--- config.mk ---
export PLATFORM = sky130hd
export DESIGN_NAME = tri_ctrl
export DESIGN_NICKNAME = d
export VERILOG_FILES = /design/src/rtl/tri_pkg.sv /design/src/rtl/tri_ctrl.sv
export SDC_FILE = /design/constraint.sdc
export NUM_CORES = 1
export LEC_CHECK = 0
export BUFFER_PORTS_ARGS = -buffer_cell sky130_fd_sc_hd__buf_2
export CAP_MARGIN = 20
export CORE_AREA = 2 2 39 41
export DETAILED_ROUTE_END_ITERATION = 8
export DIE_AREA = 0 0 41 43
export PLACE_DENSITY_LB_ADDON = 0.25
export SETUP_SLACK_MARGIN = 0.4
export SLEW_MARGIN = 25
export SYNTH_ARGS = -nofsm -noshare
export SYNTH_HDL_FRONTEND = slang
export SYNTH_SLANG_ARGS = --single-unit
--- constraint.sdc ---
create_clock -name i_clk -period 1.05 [get_ports i_clk]
set_clock_uncertainty 0.1 [all_clocks]
set_input_delay 0.105 -clock i_clk [delete_from_list [all_inputs] [get_ports i_clk]]
set_output_delay 0.105 -clock i_clk [all_outputs]
set_load 0.01 [all_outputs]
--- src/rtl/tri_pkg.sv ---
// shared types and constants for the trie insert and lookup block
package tri_pkg;

    localparam int LETTER_W = 5;
    localparam int VALUE_W  = 32;
    localparam int STATUS_W = 2;

    localparam logic [STATUS_W-1:0] ST_OK   = 2'd0;
    localparam logic [STATUS_W-1:0] ST_MISS = 2'd1;
    localparam logic [STATUS_W-1:0] ST_FULL = 2'd2;

    typedef enum logic [2:0] {
        S_INIT,
        S_IDLE,
        S_READ,
        S_LOOK,
        S_ALLOC,
        S_FINISH,
        S_VALUE,
        S_EMIT
    } t_state;

    // commands from the controller to the datapath
    typedef struct packed {
        logic load;        // latch an accepted word
        logic fail;        // mark the walk as failed
        logic take;        // follow the existing child
        logic link;        // write the new child link into the parent row
        logic clear_new;   // zero the new node and bump the node count
        logic root_clear;  // zero the root after reset
        logic val_write;   // store the key value at the final node
        logic val_take;    // capture the stored value
        logic emit;        // load the result register and rewind the walk
    } t_cmd;

    // status from the datapath to the controller
    typedef struct packed {
        logic mode;
        logic last;
        logic failed;
        logic letter_bad;
        logic child_zero;
        logic full;
        logic out_free;
    } t_sts;

endpackage

--- src/rtl/tri_ctrl.sv ---
// trie controller: sequences row read, link and node clear per letter, and value access per key
module tri_ctrl (
    input  logic          i_clk,
    input  logic          i_rst_n,
    input  logic          i_in_valid,
    output logic          o_in_ready,
    input  tri_pkg::t_sts i_sts,
    output tri_pkg::t_cmd o_cmd
);

    tri_pkg::t_state r_state;
    tri_pkg::t_state n_state;

    always_ff @(posedge i_clk) begin
        if (!i_rst_n) begin
            r_state <= tri_pkg::S_INIT;
        end else begin
            r_state <= n_state;
        end
    end

    always_comb begin
        n_state    = r_state;
        o_cmd      = '0;
        o_in_ready = 1'b0;
        unique case (r_state)
            tri_pkg::S_INIT: begin
                o_cmd.root_clear = 1'b1;
                n_state          = tri_pkg::S_IDLE;
            end
            tri_pkg::S_IDLE: begin
                o_in_ready = 1'b1;
                if (i_in_valid) begin
                    o_cmd.load = 1'b1;
                    n_state    = tri_pkg::S_READ;
                end
            end
            tri_pkg::S_READ: begin
                // row read of the current node is in flight; a dead walk or a bad letter skips the lookup
                if (i_sts.failed) begin
                    n_state = tri_pkg::S_FINISH;
                end else if (i_sts.letter_bad) begin
                    o_cmd.fail = 1'b1;
                    n_state    = tri_pkg::S_FINISH;
                end else begin
                    n_state = tri_pkg::S_LOOK;
                end
            end
            tri_pkg::S_LOOK: begin
                if (!i_sts.child_zero) begin
                    o_cmd.take = 1'b1;
                    n_state    = tri_pkg::S_FINISH;
                end else if (i_sts.mode && !i_sts.full) begin
                    o_cmd.link = 1'b1;
                    n_state    = tri_pkg::S_ALLOC;
                end else begin
                    o_cmd.fail = 1'b1;
                    n_state    = tri_pkg::S_FINISH;
                end
            end
            tri_pkg::S_ALLOC: begin
                o_cmd.clear_new = 1'b1;
                n_state         = tri_pkg::S_FINISH;
            end
            tri_pkg::S_FINISH: begin
                priority if (!i_sts.last) begin
                    n_state = tri_pkg::S_IDLE;
                end else if (i_sts.failed) begin
                    n_state = tri_pkg::S_EMIT;
                end else if (i_sts.mode) begin
                    o_cmd.val_write = 1'b1;
                    n_state         = tri_pkg::S_EMIT;
                end else begin
                    n_state = tri_pkg::S_VALUE;
                end
            end
            tri_pkg::S_VALUE: begin
                o_cmd.val_take = 1'b1;
                n_state        = tri_pkg::S_EMIT;
            end
            tri_pkg::S_EMIT: begin
                if (i_sts.out_free) begin
                    o_cmd.emit = 1'b1;
                    n_state    = tri_pkg::S_IDLE;
                end
            end
            default: begin
                n_state = tri_pkg::S_IDLE;
            end
        endcase
    end

endmodule

Word level (Yosys, flattened, before mapping)
Cells that the tools add are included.

operators by class
  multiplexer cells = 31
  reductions and logical operators = 4
  equality and inequality tests = 9

operator list
  cell                number
  $pmux 3 s8          1
  $mux 1              21
  $mux 3              7
  $eq 3x3->1 const B  4
  $eq 3x2->1 const B  2
  $ne 2x2->1 const B  2
  $eq 3x1->1 const B  1
  $logic_not 3->1     1
  $mux 2              1
  $pmux 1 s2          1
  $reduce_and 2->1    1
  $logic_and 1x1->1   1
  $logic_not 1->1     1

storage, ports and cells
  output and inout port bits = 10
  input port bits = 10
  register bits = 3

Longest topological paths before layout
  depth after elaboration = 5
  depth in mapped cells = 4
  depth with buffers taken out = 3

Worst setup path after synthesis
No wires, ideal clock.

  path kind = register -> register
  from = register r_state[2]
  to = register r_state[1]
  cell stages (with the launch flop) = 5
  arrival time = 882 ps
  path slack = -54 ps
  library setup time = 122 ps
  cell sequence = dfxtp_1 -> buf_6 -> and4bb_1 -> a31oi_1 -> a21oi_2

between the ends
  word-level cells in the longest chain between the ends = 3
  elaborated cells between the ends (all ways) = 12
  classes of those cells = eq/ne: 9; mux: 1; reduce/logical: 2

RTL lines
  what                                             RTL line        source
  start, declared                                  tri_ctrl.sv:11  tri_pkg::t_state r_state;
  start signal, assigned                           tri_ctrl.sv:16  r_state <= tri_pkg::S_INIT;
  start signal, assigned                           tri_ctrl.sv:18  r_state <= n_state;
  $eq 3x3->1 / $eq 3x1->1 (equally long branches)  tri_ctrl.sv:26  unique case (r_state)
  $ne 2x2->1 (no line)                             n/a
  $reduce_and 2->1 (no line)                       n/a

Parallel ways exist; a longest one is shown, timed or not.
A chain may end at the register's enable or synchronous reset.

==> results.yml <==
status:
  outcome: "complete, but fails checks"
  failed_checks: "setup timing"
floorplan:
  chipWidth_um: 41
  ios: 20
  die_h_um: 43
  die-area_um2: 1763
  coreArea_um2: 1384
  floorplan.initialDensity_pct: 21.70
  rows: 14
worst_setup_path:
  start_kind: "flop"
  crit_required_ps: 840
  end_kind: "output port"
  cp_max_fo: 6
  worstSetupPathType: "flop to output port"
  arrival_ps: 1160
grt:
  grt_pass1_wl_um: 1883
  grt_max_degree: 9
  grt_pass1_vias: 430
  grtUsageTotal_pct: 15.73
  antenna_found_initial: 0
  overflow: 0
cells_and_area:
  syn2layout_area_growth_pct: 138.3
  drive_gt1_share_pct: 77.92
  antenna_cells: 0
  fin_util_pct: 51.72
  seq_area_um2: 71.32
  fin_nets: 88
  multi_input_area_um2: 301.5
  regMostFlops: "r_state"
  largest_reg_flops: 3
  fillers: 136
  largestRegisters: "r_state: 3 flops"
route:
  ant_nets: 0
  drtIter0Drc: 9
  vias: 459
  vias_per_cell: 4.935
  wire_per_inst_um: 12.80
  wirelength_um: 1190
  first_pass_iters: 4
  drc: 0
clock_tree:
  cts_root_buffer: "clkbuf_4"
  clkSlewWorstSetupHoldPaths_ps: 40
  clock_latency_ps: 240
  tritoncts: "done"
  numCtsBuffers: 3
  h-tree-depth: 1
  cts_buffer_depth: 2
  cts_sinks: 3
logic_synthesis:
  synth_cell_types: 23
  synth.top_cell.area_share_pct: 20.00
  syn_inst: 40
  synth_fp_nets: 50
  yosys_most_used_dff: "dfxtp_1"
  synth_area_leader_cell: "dfxtp_1"
  synth_edf_count: 0
  yosys_register_bits: 3
  synth_simple_gate_area_share_pct: 31.25
  seq_area_frac_synth_pct: 20.00
  yosysWarnings: 0
  synth_xor_xnor_area_share_pct: 0
  synth_area_per_cell_um2: 7.507
  synth_compound_area_share_pct: 31.25
  async_reset_ff_share_pct: 0
  muxShareOfSynthArea_pct: 0
  synth_top_family_by_area: "compound AO/OA/AOI/OAI gates"
  syn-cell-area_um2: 300.3
  synthTopCellsByArea: "dfxtp_1 20%, buf_6 11%, nor3_1 10%"
  synth_fa_ha_area_share_pct: 0
sta:
  finalCritPeriodShare_pct: 129.8
  worstMarginPinSlew_ps: 248.7
  max_freq_mhz: 734.0
  post-route-min-period_ps: 1362
  finalSetupViolations: 12
  slew-limit-headroom_pct: 83.39
  report.final.slew_viol_count: 0
  holdWs_ps: 65.85
  rsz0062_at_grt: "true"
  setup_slack_ps: -312.4
  hold_violations: 0
power:
  leakage_nw: 0.3262
  ir_drop_mv: 0.3750
  p_per_area_nw_per_um2: 862.2
placed_design:
  hpwl_um: 794.1
  portBuffers: 19
  gp_congestion: 0.7677
hold_path:
  hp-class: "primary input to flop"
run:
  maxCapViolations: 0
Yosys cell counts (2+ instances only):
cell	instances
nand3_1	2
a31oi_1	2
nand2_1	2
nand2b_1	2
dfxtp_1	3
buf_6	3
nor3_1	6
nor2_1	2
inv_1	4
kinds of logic after synthesis:
kind of cell | Yosys count
simple gates | 17
compound gates | 12
buf+inv | 8
flops | 3
cell usage in the layout (no fill, tap or decap), types with 2 or more instances in the layout:
cell type / Yosys / final
buf_6: 3 / 10
buf_2: 0 / 16
nor3_4: 0 / 2
and3_4: 0 / 2
buf_4: 0 / 10
dfxtp_4: 0 / 3
inv_1: 4 / 3
inv_6: 0 / 2
nor3_2: 0 / 4
clkbuf_4: 0 / 3
routing by layer:
metal | vias up | GRT usage [%] | wire, µm
li1 | 224 | - | -
met1 | 216 | 19.17 | 477
met2 | 17 | 25.31 | 634
met3 | 2 | 2.094 | 65
met4 | 0 | 8.000 | 12
met5 | - | 0 | 0
area by class of cell:
| class | count | share of cell area [%] |
|---|---|---|
| multi-input cells | 29 | 42.13 |
| repair buffers | 36 | 37.41 |
| flip-flops and latches | 3 | 9.965 |
| inverters | 5 | 4.021 |
| clock buffers | 4 | 3.671 |
| well taps | 16 | 2.797 |
path summary, 6_finish.rpt:
check        startpoint    endpoint  slack, ps  depth (start not counted)
max          r_state[1]    o_cmd[3]       -310                          4
max reg2reg  r_state[0]  r_state[1]       -140                          6
min             i_rst_n  r_state[1]         70                          3
min reg2reg  r_state[2]  r_state[0]        530                          3
metrics by stage:
step	TNS, ps	instances	worst slack, ps	total power [W]	instance area, µm²
floorplan	-70.04	40	-46.72	0.0002408	356.6
global placement	-616.1	84	-93.25	0.0003245	528.0
detailed placement	-791.5	84	-123.7	0.0003256	528.0
CTS	-2537	92	-293.7	0.0005936	670.6
global route	-3226	93	-354.6	0.0006571	715.7
finish	-2574	93	-312.4	0.0006171	715.7
what timing repair did:
action                     in CTS  in global routing
pin swaps                       8                  3
setup endpoints to repair      13                 13
buffers inserted                4                  1
resized for setup              22                  7
hold buffers                    0                  0
critical path: stages (launching register included):
cell and delay [ps]:
dfxtp_4 360, buf_6 130, buf_6 120, nor3_4 150
buf_2 160
where the power goes:
group	switching (W)	internal (W)
combinational	0.000124	0.000140
clock	0.0000692	0.000143
sequential	0.0000196	0.000122
total	0.000212	0.000405
Power figures use the tool's default switching activity.
